**config.mk**
```make
export PLATFORM = sky130hd
export DESIGN_NAME = button_debounce_long_press
export DESIGN_NICKNAME = d
export VERILOG_FILES = /design/src/rtl/bdlp_pkg.sv /design/src/rtl/button_debounce_long_press.sv
export VERILOG_INCLUDE_DIRS = /design/src /design/src/rtl
export SDC_FILE = /design/constraint.sdc
export NUM_CORES = 1
export LEC_CHECK = 0
export BUFFER_PORTS_ARGS = -buffer_cell sky130_fd_sc_hd__buf_2
export CAP_MARGIN = 10
export CORE_MARGIN = 2
export CORE_UTILIZATION = 30
export CTS_BUF_LIST = sky130_fd_sc_hd__clkbuf_4 sky130_fd_sc_hd__clkbuf_8
export CTS_CLUSTER_SIZE = 14
export DETAILED_ROUTE_END_ITERATION = 12
export PLACE_DENSITY = 0.56
export SLEW_MARGIN = 20
export SYNTH_ARGS = -nofsm -noshare
export SYNTH_HDL_FRONTEND = slang
export SYNTH_SLANG_ARGS = --single-unit
export TNS_END_PERCENT = 100
```
**constraint.sdc**
```tcl
create_clock -name clk -period 2.9 [get_ports clk]
set_input_delay 0.435 -clock clk [delete_from_list [all_inputs] [get_ports clk]]
set_output_delay 0.435 -clock clk [all_outputs]
set_load 0.05 [all_outputs]
```
**src/rtl/button_debounce_long_press_macros.svh**
```systemverilog
// Assertion macros for the button debouncer RTL.
// Expects clk and rst_n in the scope where a macro is used.
`ifndef BUTTON_DEBOUNCE_LONG_PRESS_MACROS_SVH
`define BUTTON_DEBOUNCE_LONG_PRESS_MACROS_SVH

// Same-cycle implication.
`define BDLP_ASSERT_NOW(label, ante, cons) \
  label: assert property (@(posedge clk) disable iff (!rst_n) (ante) |-> (cons)) \
    else $error("bdlp assertion failed");

// Next-cycle implication.
`define BDLP_ASSERT_NEXT(label, ante, cons) \
  label: assert property (@(posedge clk) disable iff (!rst_n) (ante) |=> (cons)) \
    else $error("bdlp assertion failed");

`endif

```
**src/rtl/bdlp_pkg.sv**
```systemverilog
// Package for the button debouncer with long-press detection.
// Types and constants shared by the RTL; no dependencies.
`timescale 1ns / 1ps

package bdlp_pkg;

  localparam int NUM_BUTTONS_DEF = 3;
  localparam int LEVELS_W        = 3;
  localparam int IDX_W           = 4;
  localparam int HOLD_W          = 16;
  localparam int OP_W            = 2;
  localparam int IN_DATA_W       = 8;
  localparam int OUT_DATA_W      = 8;
  localparam int CFG_ADDR_W      = 3;
  localparam int CFG_DATA_W      = 32;

  localparam logic [HOLD_W-1:0] HOLD_RESET = 16'd100;

  localparam logic [CFG_ADDR_W-1:0] REG_HOLD_TICKS = 3'd0;

  typedef enum logic [OP_W-1:0] {
    OP_TICK     = 2'd0,
    OP_RD_PRESS = 2'd1,
    OP_RD_LONG  = 2'd2
  } op_t;

endpackage

```
**src/rtl/button_debounce_long_press.sv**
```systemverilog
// Registered: a result appears on out_* in the cycle after its transaction is accepted.
// Throughput: one transaction per cycle; in_tready drops only while a result
// waits in the output register and out_tready is low.
// Reset (rst_n, synchronous, active low): all buttons released, flags clear,
// hold counters and hold_ticks at 100, output register empty.
// Depends on bdlp_pkg and button_debounce_long_press_macros.svh.
`timescale 1ns / 1ps

module button_debounce_long_press #(
  parameter int NUM_BUTTONS = bdlp_pkg::NUM_BUTTONS_DEF
) (
  input  logic                             clk,
  input  logic                             rst_n,
  input  logic                             in_tvalid,
  output logic                             in_tready,
  input  logic [bdlp_pkg::IN_DATA_W-1:0]   in_tdata,    // levels[2:0], button_index[6:3], 0
  input  logic [bdlp_pkg::OP_W-1:0]        in_tuser,    // op[1:0]
  output logic                             out_tvalid,
  input  logic                             out_tready,
  output logic [bdlp_pkg::OUT_DATA_W-1:0]  out_tdata,   // answer[0], index_error[1], 0
  input  logic                             cfg_psel,
  input  logic                             cfg_penable,
  input  logic                             cfg_pwrite,
  input  logic [bdlp_pkg::CFG_ADDR_W-1:0]  cfg_paddr,
  input  logic [bdlp_pkg::CFG_DATA_W-1:0]  cfg_pwdata,
  output logic [bdlp_pkg::CFG_DATA_W-1:0]  cfg_prdata,
  output logic                             cfg_pready
);
  import bdlp_pkg::*;
  `include "button_debounce_long_press_macros.svh"

  logic [HOLD_W-1:0]      hold_ticks_r;
  logic [NUM_BUTTONS-1:0] newest_r, newest_nxt;
  logic [NUM_BUTTONS-1:0] stable_r, stable_nxt;
  logic [NUM_BUTTONS-1:0] pend_r, pend_nxt;
  logic [NUM_BUTTONS-1:0] long_r, long_nxt;
  logic [HOLD_W-1:0]      cnt_r   [NUM_BUTTONS];
  logic [HOLD_W-1:0]      cnt_nxt [NUM_BUTTONS];
  logic                   out_valid_r;
  logic                   answer_r, answer_nxt;
  logic                   err_r, err_nxt;

  logic                   in_fire;
  op_t                    op;
  logic [LEVELS_W-1:0]    in_levels;
  logic [IDX_W-1:0]       in_idx;
  logic                   is_query;
  logic                   idx_bad;
  logic [NUM_BUTTONS-1:0] raw;
  logic [NUM_BUTTONS-1:0] query_hit;
  logic                   cfg_wr;

  assign in_fire   = in_tvalid && in_tready;
  assign in_tready = !out_valid_r || out_tready;
  assign op        = op_t'(in_tuser);
  assign in_levels = in_tdata[LEVELS_W-1:0];
  assign in_idx    = in_tdata[LEVELS_W+IDX_W-1:LEVELS_W];
  assign is_query  = (op == OP_RD_PRESS) || (op == OP_RD_LONG);
  assign idx_bad   = ({1'b0, in_idx} >= (IDX_W+1)'(NUM_BUTTONS));

  // Buttons past the levels field see 0 (pressed).
  for (genvar g = 0; g < NUM_BUTTONS; g++) begin : g_raw
    if (g < LEVELS_W) begin : g_in
      assign raw[g] = in_levels[g];
    end else begin : g_zero
      assign raw[g] = 1'b0;
    end
  end

  always_comb begin
    for (int b = 0; b < NUM_BUTTONS; b++) begin
      query_hit[b] = is_query && (in_idx == IDX_W'(b));
    end
  end

  // Per-button debounce and hold countdown on ticks; press and long-press reads return and clear a flag.
  always_comb begin
    logic [HOLD_W-1:0] dec;
    dec        = '0;
    newest_nxt = newest_r;
    stable_nxt = stable_r;
    pend_nxt   = pend_r;
    long_nxt   = long_r;
    for (int b = 0; b < NUM_BUTTONS; b++) begin
      cnt_nxt[b] = cnt_r[b];
    end
    answer_nxt = 1'b0;
    err_nxt    = 1'b0;
    case (op)
      OP_TICK: begin
        newest_nxt = raw;
        for (int b = 0; b < NUM_BUTTONS; b++) begin
          dec = cnt_r[b] - 1'b1;
          if (raw[b] == newest_r[b]) begin
            if (newest_r[b] != stable_r[b]) begin
              stable_nxt[b] = newest_r[b];
              if (!newest_r[b]) begin
                pend_nxt[b] = 1'b1;
                cnt_nxt[b]  = hold_ticks_r;
              end
            end else if (dec == '0) begin
              cnt_nxt[b] = hold_ticks_r;
              if (!stable_r[b]) begin
                pend_nxt[b] = 1'b0;
                long_nxt[b] = 1'b1;
              end else begin
                long_nxt[b] = 1'b0;
              end
            end else begin
              cnt_nxt[b] = dec;
            end
          end
        end
      end
      OP_RD_PRESS: begin
        err_nxt    = idx_bad;
        answer_nxt = |(query_hit & pend_r);
        pend_nxt   = pend_r & ~query_hit;
      end
      OP_RD_LONG: begin
        err_nxt    = idx_bad;
        answer_nxt = |(query_hit & long_r);
        long_nxt   = long_r & ~query_hit;
      end
      default: begin
      end
    endcase
  end

  always_ff @(posedge clk) begin
    if (!rst_n) begin
      newest_r <= '1;
      stable_r <= '1;
      pend_r   <= '0;
      long_r   <= '0;
      for (int b = 0; b < NUM_BUTTONS; b++) begin
        cnt_r[b] <= HOLD_RESET;
      end
    end else if (in_fire) begin
      newest_r <= newest_nxt;
      stable_r <= stable_nxt;
      pend_r   <= pend_nxt;
      long_r   <= long_nxt;
      for (int b = 0; b < NUM_BUTTONS; b++) begin
        cnt_r[b] <= cnt_nxt[b];
      end
    end
  end

  always_ff @(posedge clk) begin
    if (!rst_n) begin
      out_valid_r <= 1'b0;
    end else if (in_fire) begin
      out_valid_r <= 1'b1;
    end else if (out_tready) begin
      out_valid_r <= 1'b0;
    end
  end

  always_ff @(posedge clk) begin
    if (in_fire) begin
      answer_r <= answer_nxt;
      err_r    <= err_nxt;
    end
  end

  assign out_tvalid = out_valid_r;
  assign out_tdata  = {{(OUT_DATA_W-2){1'b0}}, err_r, answer_r};

  // Config port
  assign cfg_wr     = cfg_psel && cfg_penable && cfg_pwrite && cfg_pready;
  assign cfg_pready = 1'b1;

  always_ff @(posedge clk) begin
    if (!rst_n) begin
      hold_ticks_r <= HOLD_RESET;
    end else if (cfg_wr && (cfg_paddr[CFG_ADDR_W-1] == REG_HOLD_TICKS[CFG_ADDR_W-1])) begin
      hold_ticks_r <= cfg_pwdata[HOLD_W-1:0];
    end
  end

  assign cfg_prdata = (cfg_paddr[CFG_ADDR_W-1] == REG_HOLD_TICKS[CFG_ADDR_W-1]) ?
                      {{(CFG_DATA_W-HOLD_W){1'b0}}, hold_ticks_r} : '0;

  `BDLP_ASSERT_NEXT(a_tick_result_zero, in_fire && (op == OP_TICK),
                    out_tvalid && (out_tdata == '0))
  `BDLP_ASSERT_NEXT(a_bad_index_flagged, in_fire && is_query && idx_bad,
                    out_tvalid && out_tdata[1] && !out_tdata[0])
  `BDLP_ASSERT_NEXT(a_press_read_clears, in_fire && (op == OP_RD_PRESS),
                    ($past(query_hit) & pend_r) == '0)
  `BDLP_ASSERT_NEXT(a_stable_only_on_tick, !(in_fire && (op == OP_TICK)),
                    $stable(stable_r))

endmodule

```
==> results of run 1 <==
## worst paths after layout
check / cells past startpoint / slack, ns / start / end
setup / recovery: 7 / 0.17 / cnt_r[0][17] / cnt_r[0][16]
hold / removal: 3 / 0.29 / cfg_pwdata[10] / hold_ticks_r[10]
setup reg to reg: 7 / 0.17 / cnt_r[0][17] / cnt_r[0][16]
hold reg to reg: 2 / 0.47 / hold_ticks_r[9] / hold_ticks_r[9]
## per-layer routing
metal	share of wire, %	track usage [%]
met1	49	24.7
met2	43	25.0
met4	1.5	4.43
met5	0	0
met3	6.8	4.10
## metrics by stage
| step | hold WS, ns | instance area [µm²] | total power [mW] |
|---|---|---|---|
| 2_1_floorplan | 0.443 | 6290 | 1.76 |
| 3_3_place_gp | 0.457 | 6850 | 1.92 |
| 3_5_place_dp | 0.459 | 6850 | 1.92 |
| 4_1_cts | 0.274 | 7140 | 3.12 |
| 5_1_grt | 0.290 | 7180 | 3.22 |
| 6_report | 0.293 | 7180 | 3.10 |
## cell usage after synthesis (3+ instances only)
master / number
nand4_1: 6
a21oi_1: 16
a21boi_0: 15
buf_6: 4
a211oi_2: 9
o41a_1: 3
or2_2: 3
o22ai_1: 6
a311oi_1: 19
nor3_1: 26
ha_1: 15
a31oi_1: 7
o31a_1: 3
inv_1: 30
buf_4: 26
dfxtp_1: 29
a211oi_1: 8
clkbuf_1: 33
or3_1: 9
and4_1: 6
edfxtp_1: 50
xnor2_1: 24
or4_1: 3
o21ai_0: 16
nor2_1: 58
nand3b_1: 6
buf_2: 7
nand2_1: 96
nand3_1: 33
o32ai_1: 7
xor2_1: 16
nand2b_1: 8
nor4b_1: 6
nand4b_1: 7
and3_1: 3
nor3b_1: 4
mux2i_1: 18
nor4_1: 9
nor4_4: 5
o31ai_1: 5
o211a_1: 4
nor2b_1: 8
## flip-flops by register name, summed over array words and instances, names as in the netlist
name          cells
hold_ticks_r     16
err_r             1
stable_r          3
answer_r          1
cnt_r            48
newest_r          3
pend_r            3
long_r            3
out_tvalid        1
## power by group through the flow
stage | clock network (mW) | registers (mW) | logic [mW]
6_report | 1.20 | 1.32 | 0.579
5_1_grt | 1.26 | 1.33 | 0.632
4_1_cts | 1.22 | 1.32 | 0.576
3_5_place_dp | 0 | 1.34 | 0.573
3_3_place_gp | 0 | 1.34 | 0.572
2_1_floorplan | 0 | 1.32 | 0.438
## worst register-to-register path, stage by stage (launching register included)
cell and delay (ns):
edfxtp_1 0.45, inv_1 0.09, ha_1 0.23, or4b_1 0.53
a211oi_2 0.30, o211ai_2 0.22, o31ai_4 0.47, a211oi_1 0.17
## final cells by class
type | count | area share, %
clock buffers | 9 | 1.73
multi-input cells | 552 | 51.8
well taps | 270 | 4.70
repair buffers | 103 | 9.01
clock inverters | 7 | 2.21
inverters | 30 | 1.57
flip-flops and latches | 79 | 29.0
## logic make-up after synthesis
kind of cell / synth area share, %
AOI/OAI and AO/OA: 18.8
xor gates and xnor gates: 5.91
adders and majority gates: 3.02
buffers and inverters: 8.33
DFF: 33.6
muxes: 2.90
other: 0.121
and+or+nand+nor: 27.3
## what timing repair did
item,4_1_cts,5_1_grt
hold buffers,0,0
setup endpoints to repair,0,29
gates resized for setup,0,5
buffers inserted,0,2
==> metrics.md, run 1 <==
| Metric | Value |
|---|---|
| Outcome | `completed` |
| Slew Limit Fails | `0` |
| I/O Buffers | `52` |
| Setup slack after placement | `0.125 ns` |
| Max Cap Viol | `0` |
| Layout cells sized above 1 | `20.1%` |
| Commonest non-fill, non-tap cell in the layout | `nand2_1` |
| Total wire length | `18200 µm` |
| # DRC | `0` |
| Global Route Usage Sum | `17.0%` |
| Final worst path period share | `94.1%` |
| Peak supply drop | `221 µV` |
| Fin. Hold Viols | `0` |
| Clk_skew | `0.0126 ns` |
| CTS H-tree lvls | `3` |
| Final worst slack | `0.171 ns` |
| Clock group share of total power | `38.8%` |
| Internal | `2.19 mW` |
| Vias in the first global route | `5119` |
| Final TNS setup | `0 ns` |
| EDFF count, synth | `50` |
| RSZ-0062 raised after global routing | `false` |
| Initial antenna violation count | `0` |
| Worst rel slew slack | `50.2%` |
| Worst hold path class | `in -> reg` |
| Core ar. | `20200 µm²` |
| Synth Area per Inst | `8.73 µm²` |
| CP cell instances | `inv_1 > ha_1 > or4b_1 > a211oi_2 > o211ai_2 > o31ai_4 > a211oi_1` |
| # rows | `52` |
| Top-area cell type share of the netlist area | `24.2%` |
| Top cell type by total area after synthesis | `edfxtp_1` |
| CTS sink count | `79` |
| Cell family with most CP delay | `compound AO/OA/AOI/OAI gates` |
| Crit-path max cell delay | `0.53 ns` |
| Clock root buffer master | `clkbuf_8` |
| Combinational share of power | `18.7%` |
| Lkg Pwr | `2.65 nW` |
| Primary FF master, synth | `edfxtp_1` |
| Synthesized cell area | `6200 µm²` |
| Via/cell ratio | `5.28` |
| Vias | `5542` |
| Yosys Warn Count | `0` |
| Switching power | `0.909 mW` |
| Critical path class | `reg -> reg` |
| TritonCTS Buffers | `9` |
| GRT overflow | `0` |
| DR WL/cell | `17.3 µm` |
| Arrival time worst endpoint | `2.84 ns` |
| TritonCTS clock tree | `done` |
| Synth unique cells | `75` |
| Placed insts | `1032` |
| Clock buffer depth | `2` |
| Initial Util | `30.7%` |
| Dpl hpwl | `13600 µm` |
| Register area | `2080 µm²` |
| Clock latency on the worst-skew pair | `0.39 ns` |
| IO Pins | `95` |
| CP Capture Type | `flop` |
| Minimum clock period | `2.73 ns` |
| Fin cells | `1050` |
| Final Net Count | `842` |
| Filler cell count in the final layout | `2125` |
| Global-route wire length before repair | `28900 µm` |
| Final Core Density | `35.5%` |
| Power Density | `432 nW/µm²` |
| Die ar. | `21800 µm²` |
| Crit path max fanout | `8` |
| Syn Inst Count | `711` |
| Yosys reg bits | `79` |
| Critical Path Start Type | `flop` |
| DR pass1 iterations | `5` |
| Remaining antenna violation count | `0` |
| DR iter-0 viols | `460` |
| CP max stage cell | `or4b_1` |
| Seq/Total Area, Yosys | `33.6%` |
| Number of diodes | `0` |
| Most frequent cells in the layout | `nand2_1, nor2_1, buf_2` |
| Fmax | `366 MHz` |
| Die height | `148 µm` |
| Multi-input logic area | `3720 µm²` |
| Placer Congestion | `0.891` |
| Final setup viols | `0` |
| Slew @ Worst Pin | `0.742 ns` |
| Crit path buf inv count | `1` |
| Area grow syn2layout | `15.7%` |
| CTS clk-pin slew, worst paths | `0.09 ns` |
| Part of the power in registers | `42.6%` |
| Largest net degree at the start of global routing | `37` |
| Req. time, crit path | `3.02 ns` |
| Switching share of power | `29.3%` |
| Ranking of synthesized cells by area | `edfxtp_1, dfxtp_1, nand2_1, nor2_1, xnor2_1` |
| Die span in x | `148 µm` |
| Post-synth ARST share | `0%` |
Power figures use the tool's default switching activity.
==> run 2, diff against run 1 <==
==> constraint.sdc (replaced) <==
create_clock -name clk -period 2.9 [get_ports clk]
set_input_delay 0.435 -clock clk [delete_from_list [all_inputs] [get_ports clk]]
set_output_delay 0.435 -clock clk [all_outputs]
set_load 0.1 [all_outputs]
==> run 2 against run 1 <==
Net effect:
- power is 5.2% lower
- critical path type unchanged
- sequential share of layout area is 0.55 points higher
- first-iteration DRC count is 5.4% higher
- global-route usage is 0.58 points lower
- critical path depth stayed put
- clock power is 20% lower
- fmax is 1.5% higher
==> metrics.md, run 2 (synthesis results as in run 1) <==
| Metric | Value |
|---|---|
| Outcome | `completed` |
| Post-CTS Setup Inserts | `0 (unchanged)` |
| Internal reg-to-reg setup slack | `0.21 ns (+0.04 ns)` |
| Die ar. | `21800 µm² (unchanged)` |
| Total wire length | `17500 µm (-3.5%)` |
| Worst reg2reg endpoint | `cnt_r[0][10]` |
| CP cell instances | `or4_4 > nor4_4 > xor2_2 > a2111oi_4 > buf_6 > and4b_1 > or3_1` |
| Register area | `2080 µm² (unchanged)` |
| TritonCTS Buffers | `9 (unchanged)` |
| Power Density | `417 nW/µm² (-3.4%)` |
| I/O Buffers | `52 (unchanged)` |
| Global Route Usage Sum | `16.4% (-0.58 points)` |
| DR WL/cell | `16.8 µm (-2.6%)` |
| Via/cell ratio | `5.24 (-0.77%)` |
| Clock latency on the worst-skew pair | `0.38 ns (about the same)` |
| Slew Limit Fails | `0 (unchanged)` |
| CTS H-tree lvls | `3 (unchanged)` |
| CP max stage cell | `or4_4` |
| Clock group share of total power | `32.5% (-6.3 points)` |
| GRT overflow | `0 (unchanged)` |
| Layout cells sized above 1 | `19.1% (-1.1 points)` |
| Final TNS setup | `0 ns (unchanged)` |
| Fmax | `372 MHz (+1.5%)` |
| Peak supply drop | `234 µV (+5.9%)` |
| Min-delay src | `cfg_pwdata[7]` |
| Global-route wire length before repair | `28200 µm (-2.3%)` |
| Clock root buffer master | `clkbuf_8` |
| Switching share of power | `33.5% (+4.1 points)` |
| Vias in the first global route | `5038 (-1.6%)` |
| Top reg by flops | `cnt_r` |
| RSZ-0062 raised after global routing | `false` |
| Clk_skew | `0.0101 ns (-0.00253 ns)` |
| Final setup viols | `0 (unchanged)` |
| Dpl hpwl | `13300 µm (-2.2%)` |
| Remaining antenna violation count | `0 (unchanged)` |
| Minimum clock period | `2.69 ns (-0.0394 ns)` |
| DR iter-0 viols | `485 (+5.4%)` |
| Combinational share of power | `22.3% (+3.6 points)` |
| Fin. Hold Viols | `0 (unchanged)` |
| Arrival time worst endpoint | `2.82 ns (-0.02 ns)` |
| Internal | `1.95 mW (-11%)` |
| DR pass1 iterations | `5 (unchanged)` |
| Slew @ Worst Pin | `0.823 ns (+0.0812 ns)` |
| Commonest non-fill, non-tap cell in the layout | `nand2_1` |
| Filler cell count in the final layout | `2131 (+0.28%)` |
| Most frequent cells in the layout | `nand2_1, nor2_1, buf_2` |
| Number of diodes | `0 (unchanged)` |
| Crit path max fanout | `13 (+5)` |
| CP Capture Type | `flop` |
| CTS sink count | `79 (unchanged)` |
| Initial antenna violation count | `0 (unchanged)` |
| TritonCTS clock tree | `done` |
| Vias | `5452 (-1.6%)` |
| Final Net Count | `833 (-1.1%)` |
| Max reg flops | `48 (unchanged)` |
| Reg2Reg Launch Point | `cnt_r[0][2]` |
| Worst rel slew slack | `44.7% (-5.5 points)` |
| Lkg Pwr | `2.58 nW (-2.5%)` |
| Part of the power in registers | `45.2% (+2.6 points)` |
| Register-to-Register Path Depth | `7 (unchanged)` |
| Final worst path period share | `92.7% (-1.4 points)` |
| Initial Util | `30.7% (unchanged)` |
| # rows | `52 (unchanged)` |
| Req. time, crit path | `3.03 ns (about the same)` |
| Critical Path Start Type | `flop` |
| Placer Congestion | `0.857 (-3.8%)` |
| Area grow syn2layout | `13.6%` |
| Multi-input logic area | `3710 µm² (-0.34%)` |
| End of the critical path | `cnt_r[0][10]` |
| Origin of the worst setup path | `cnt_r[0][2]` |
| Hold-fix buffer count after cts | `0 (unchanged)` |
| Regs by FF count | `cnt_r: 48 flops, hold_ticks_r: 16 flops` |
| Largest net degree at the start of global routing | `33 (-11%)` |
| Switching power | `0.984 mW (+8.2%)` |
| CTS clk-pin slew, worst paths | `0.09 ns (about the same)` |
| Crit-path max cell delay | `0.62 ns (+0.09 ns)` |
| Max Cap Viol | `0 (unchanged)` |
| # DRC | `0 (unchanged)` |
| Die span in x | `148 µm (unchanged)` |
| Worst hold path class | `in -> reg` |
| Clock buffer depth | `2 (unchanged)` |
| Core ar. | `20200 µm² (unchanged)` |
| Die height | `148 µm (unchanged)` |
| Critical path class | `reg -> reg` |
| Final hold slack | `0.303 ns (+0.00969 ns)` |
| IO Pins | `95 (unchanged)` |
[run 2: through the flow]
step	util (%)	area, µm²	setup WS [ns]	total power, mW	cells
floorplan	-	6310	0.0630	1.86	732
global placement	33.7	6830	0.190	2.00	1025
detailed placement	33.7	6830	0.190	2.00	1025
CTS	34.8	7040	0.171	2.96	1041
global route	34.8	7050	0.0119	3.06	1041
finish	34.8	7050	0.210	2.94	1041
[run 2: area by class of cell]
class	count	area share, %
multi-input combinational	552	52.6
sequential	79	29.5
timing repair buffer	94	8.40
tap	270	4.79
clock buffer	12	2.08
inverter	30	1.60
clock inverter	4	0.994
[run 2: worst min-delay path by stage]
stage / to / slack (ns) / depth (start not counted)
5_1_grt: hold_ticks_r[8] / 0.30 / 3
3_3_place_gp: hold_ticks_r[9] / 0.45 / 2
4_1_cts: hold_ticks_r[5] / 0.28 / 3
6_report: hold_ticks_r[7] / 0.30 / 3
3_5_place_dp: long_r[2] / 0.47 / 2
2_1_floorplan: hold_ticks_r[9] / 0.44 / 2
[run 2: metal layers]
layer	share of wire (%)	GRT usage, %	vias up	wire length [µm]
li1	-	-	2680	-
met1	50	24.8	2593	8750
met2	43	23.7	155	7480
met3	5.4	2.53	24	943
met4	2.0	5.29	0	359
met5	0	0	-	0
[run 2: critical path: cells and delay by family, from the launching register on]
family / cells / cell delay, ns
buffers and inverters: 1 / 0.17
AOI/OAI and AO/OA: 1 / 0.09
DFF: 1 / 0.52
xor gates and xnor gates: 1 / 0.31
and+or+nand+nor: 4 / 1.34
[run 2: timing repair]
item                                   CTS  global route
endpoints found under the hold margin    0             0
resized for setup                        0             1
setup endpoints to repair                0             3
[run 2: power groups by stage]
| stage | Clock (mW) | Combinational [mW] | Sequential [mW] |
|---|---|---|---|
| 3_5_place_dp | 0 | 0.654 | 1.35 |
| 2_1_floorplan | 0 | 0.532 | 1.33 |
| 4_1_cts | 0.976 | 0.656 | 1.33 |
| 6_report | 0.956 | 0.656 | 1.33 |
| 3_3_place_gp | 0 | 0.651 | 1.35 |
| 5_1_grt | 1.02 | 0.706 | 1.34 |
